$ cat config.mk
export PLATFORM = sky130hd
export DESIGN_NAME = lfcg_div
export DESIGN_NICKNAME = d
export VERILOG_FILES = /design/src/rtl/lfcg_div.sv
export SDC_FILE = /design/constraint.sdc
export NUM_CORES = 1
export LEC_CHECK = 0
export BUFFER_PORTS_ARGS = -buffer_cell sky130_fd_sc_hd__buf_2
export CORE_MARGIN = 8
export CORE_UTILIZATION = 55
export DETAILED_ROUTE_END_ITERATION = 7
export PLACE_DENSITY = 0.76
export SYNTH_ARGS = -nofsm -noshare
export SYNTH_HDL_FRONTEND = slang
export SYNTH_SLANG_ARGS = --single-unit
$ cat constraint.sdc
create_clock -name clk -period 3.1 [get_ports clk]
set_input_delay 0.155 -clock clk [delete_from_list [all_inputs] [get_ports clk]]
set_output_delay 0.155 -clock clk [all_outputs]
set_load 0.02 [all_outputs]
$ cat src/rtl/lfcg_div.sv
module lfcg_div #(
	parameter int ND = 38,
	parameter int DD = 22
) (
	input  logic          clk,
	input  logic          arst_n,
	input  logic          start,
	input  logic [ND-1:0] dividend,
	input  logic [DD-1:0] divisor,
	output logic          done,
	output logic [ND-1:0] quotient
);
	localparam int CW = $clog2(ND + 1);

	logic [CW-1:0] cnt_q;
	logic          done_q;
	logic [DD-1:0] rem_q;
	logic [ND-1:0] quo_q;
	logic [DD-1:0] div_q;
	logic [DD:0]   sh;
	logic          ge;

	assign sh = {rem_q, quo_q[ND-1]};
	assign ge = (sh >= {1'b0, div_q});

	always_ff @(posedge clk or negedge arst_n) begin
		if (!arst_n) begin
			cnt_q  <= '0;
			done_q <= 1'b0;
		end else begin
			done_q <= 1'b0;
			if (start) begin
				cnt_q <= CW'(ND);
			end else if (cnt_q != '0) begin
				cnt_q <= cnt_q - CW'(1);
				if (cnt_q == CW'(1)) done_q <= 1'b1;
			end
		end
	end

	// restoring, one quotient bit a cycle
	always_ff @(posedge clk) begin
		if (start) begin
			rem_q <= '0;
			quo_q <= dividend;
			div_q <= divisor;
		end else if (cnt_q != '0) begin
			rem_q <= ge ? DD'(sh - {1'b0, div_q}) : sh[DD-1:0];
			quo_q <= {quo_q[ND-2:0], ge};
		end
	end

	assign done     = done_q;
	assign quotient = quo_q;
endmodule

==> out/results.ini <==
[routing]
first_pass_iters = 5
vias = 3859
wirelength_um = 11200
drt-initial-drc-count = 154
drcViolationCount = 0
via_per_inst = 5.58
wl_per_cell_um = 16.2
antenna_left = 0

[pwr]
p_int_mw = 1.97
p_sw_share_pct = 26.8
switchingPower_mw = 0.720
power_frac_comb_pct = 16.6
clkPwrFrac_pct = 31.1
vdd_ir_drop_max_uv = 281
p_leak_nw = 2.66
power.density_mw_per_mm2 = 448
seq_power_share_pct = 52.3

[clock_network]
post_cts_buffers = 0
cts_tree = yes
path_clk_slew_ns = 0.10
cts_sinks = 89
clock_path_buffers = 2
htreeDepth = 3
clk_latency_ns = 0.36
numCtsBuffers = 9
cts_root_buffer = clkbuf_8

[layout]
nNetsFinal = 666
antenna_cells = 0
utilization_pct = 68.8
syn_to_final_growth_pct = 21.4
drive_above_1_share_pct = 31.0

[die]
dieArea_sq_mm = 0.0123
start_util_pct = 56.7
coreArea_sq_mm = 0.00872
ioPinCount = 102
die_x_um = 111
die_h_um = 111
rows = 34

[global_route]
grt-ovfl-total = 0
antenna_found_initial = 0
grt_pass1_wl_um = 18600
grt_usage_pct = 18.1
grt_max_degree = 41
grt_pass1_vias = 3934

[logic_synthesis]
synth_seq_cells = 89
ys_types = 52
syn_nets = 541
async_flop_share_pct = 7.87
synth_ff_type = edfxtp_1
synth_area_sq_mm = 0.00495
ys.warnings.count = 0
synth_edf_count = 60
yosysSeqAreaShare_pct = 48.9
synthCells = 453
avgSynthCellArea_sq_um = 10.9

[timing]
max_freq_mhz = 355
hold_viol_final = 0
finalMaxSlewViolations = 0
rsz0062_at_grt = false
tns_ns = 0
tightest_slew_ns = 0.559
fin_crit_sh_pct = 91.0
period_needed_ns = 2.82
skew_ns = 0.0145
setup_viol = 0
slew_headroom_pct = 62.7

[worst_setup_path]
required_ns = 3.34
cp_top_family = compound AO/OA/AOI/OAI gates
path_max_fanout = 4
arrival_ns = 3.06
end_kind = register
r2r_slack_ns = 0.28
cp_slowest_cell = edfxtp_1
slowest_delay_ns = 0.46
critical_path_class = register to register
worstPathCellList = inv_1, ha_1, inv_1, fa_1, a211oi_1, o21ai_0, a31oi_1, o211ai_1, o22ai_1, xor2_1, o22ai_1
startpoint_type = register
crit_buf_inv = 2

[run_status]
status = complete, no violations

[placed_design]
place_congestion = 0.914
io_buffer_count = 101
dp_hpwl_um = 8200

[min_path]
min_path_type = primary input to register

[job]
drv_cap = 0

[sequential cells by signal (all words and copies together) (netlist names)]
register,cells
cnt_q,6
div_q,22
done,1
quotient,38
rem_q,22
[power by group through the flow]
stage                     combinational (mW)  clock, mW  sequential [mW]
after floorplan                        0.219          0             1.49
after global placement                 0.415          0             1.43
after detailed placement               0.425          0             1.43
after CTS                              0.449      0.849             1.40
after global routing                   0.490      0.900             1.42
final                                  0.447      0.835             1.40
[logic make-up (layout without fill, tap and decap cells)]
kind of cell / count (synthesis) / in the layout / synth area share [%]
buffers and inverters: 52 / 182 / 4.73
adder cells (fa/ha/maj): 25 / 25 / 6.48
AO/OA/AOI/OAI: 102 / 102 / 15.6
AND/OR/NAND/NOR: 125 / 125 / 11.6
flip-flops: 89 / 89 / 48.9
XOR/XNOR: 15 / 15 / 2.66
multiplexers: 45 / 45 / 10.1
[what timing repair did]
| item | in CTS | in global routing |
|---|---|---|
| hold buffers | 23 | 0 |
| setup endpoints to repair | 0 | 5 |
| gates resized for setup | 0 | 1 |
| endpoints found under the hold margin | 29 | 0 |
[synthesized netlist by cell type, drive strengths merged (6+ instances only)]
cell	n	area share (%)
mux2i	7	1.4
o21ai	18	2.0
a21o	7	1.1
or3	6	0.76
xnor2	10	1.8
dfrtp	7	3.5
a311oi	9	2.5
buf	10	1.5
a31oi	7	1.2
inv	32	2.4
nor2	48	3.6
and3	6	0.76
o211ai	8	1.2
nand2	34	2.6
a21oi	21	2.1
mux2	38	8.7
dfxtp	22	8.9
nor3	6	0.61
nand3	8	0.81
a211oi	10	1.5
clkbuf	10	0.76
ha	24	6.1
edfxtp	60	36
[routing by layer]
layer / global-route usage, % / vias up / part of all wire, % / routed length (um)
met3: 5.63 / 17 / 5.8 / 645
met2: 30.2 / 107 / 49 / 5470
met5: 0 / - / 0 / 0
met1: 21.7 / 1826 / 44 / 4900
met4: 5.50 / 0 / 1.7 / 196
li1: - / 1909 / - / -
[cell type report]
| cell class | instances | area, sq um |
|---|---|---|
| multi-input combinational | 312 | 2300 |
| inverter | 32 | 120 |
| clock buffer | 11 | 141 |
| clock inverter | 5 | 63.8 |
| tap | 108 | 135 |
| fill | 659 | 2720 |
| sequential | 89 | 2420 |
| timing repair buffer | 134 | 826 |
[final timing paths]
path | end | start | depth (start not counted)
worst min-delay path | quotient[35] | dividend[35] | 2
min in group asynchronous | done | arst_n | 2
worst min register to register | rem_q[8] | rem_q[8] | 2
worst max-delay path | rem_q[18] | quotient[37] | 11
max in group asynchronous | cnt_q[1] | arst_n | 2
worst max register to register | rem_q[18] | quotient[37] | 11
[per-stage QoR]
step                hold slack (ns)  cells  cell area (sq um)  total power [mW]  setup WS [ns]
global placement           -0.00301    652               5570              1.84          0.231
detailed placement          0.00510    652               5570              1.86          0.159
floorplan                    -0.141    453               4950              1.71          0.440
finish                       0.0856    691               6000              2.69          0.279
CTS                          0.0765    691               6000              2.70          0.150
global route                 0.0660    691               6000              2.81         0.0257
[cells in the final DEF (no fill, tap or decap), types with 3 or more instances in the layout]
| master | Yosys | layout |
|---|---|---|
| o2111ai_1 | 3 | 3 |
| nor4_1 | 4 | 4 |
| o22ai_1 | 3 | 3 |
| xor2_1 | 5 | 5 |
| a21o_1 | 7 | 7 |
| nor3_1 | 6 | 6 |
| dfrtp_1 | 7 | 7 |
| and3_1 | 6 | 6 |
| nand2b_1 | 4 | 3 |
| or3_1 | 6 | 6 |
| nand2_1 | 33 | 33 |
| o21ai_0 | 15 | 15 |
| a31oi_1 | 6 | 6 |
| dfxtp_1 | 22 | 22 |
| a211oi_1 | 10 | 10 |
| buf_4 | 0 | 10 |
| xnor2_1 | 10 | 10 |
| mux2_2 | 38 | 38 |
| a311oi_2 | 7 | 7 |
| nor2_1 | 48 | 48 |
| dlygate4sd3_1 | 0 | 23 |
| clkbuf_8 | 0 | 10 |
| inv_1 | 32 | 32 |
| a21oi_1 | 21 | 21 |
| o21a_1 | 4 | 3 |
| buf_2 | 1 | 100 |
| a211o_1 | 4 | 4 |
| edfxtp_1 | 60 | 60 |
| o211ai_1 | 8 | 8 |
| nand3_1 | 8 | 8 |
| mux2i_1 | 7 | 7 |
| ha_1 | 24 | 24 |
(Power assumes the default switching activity.)
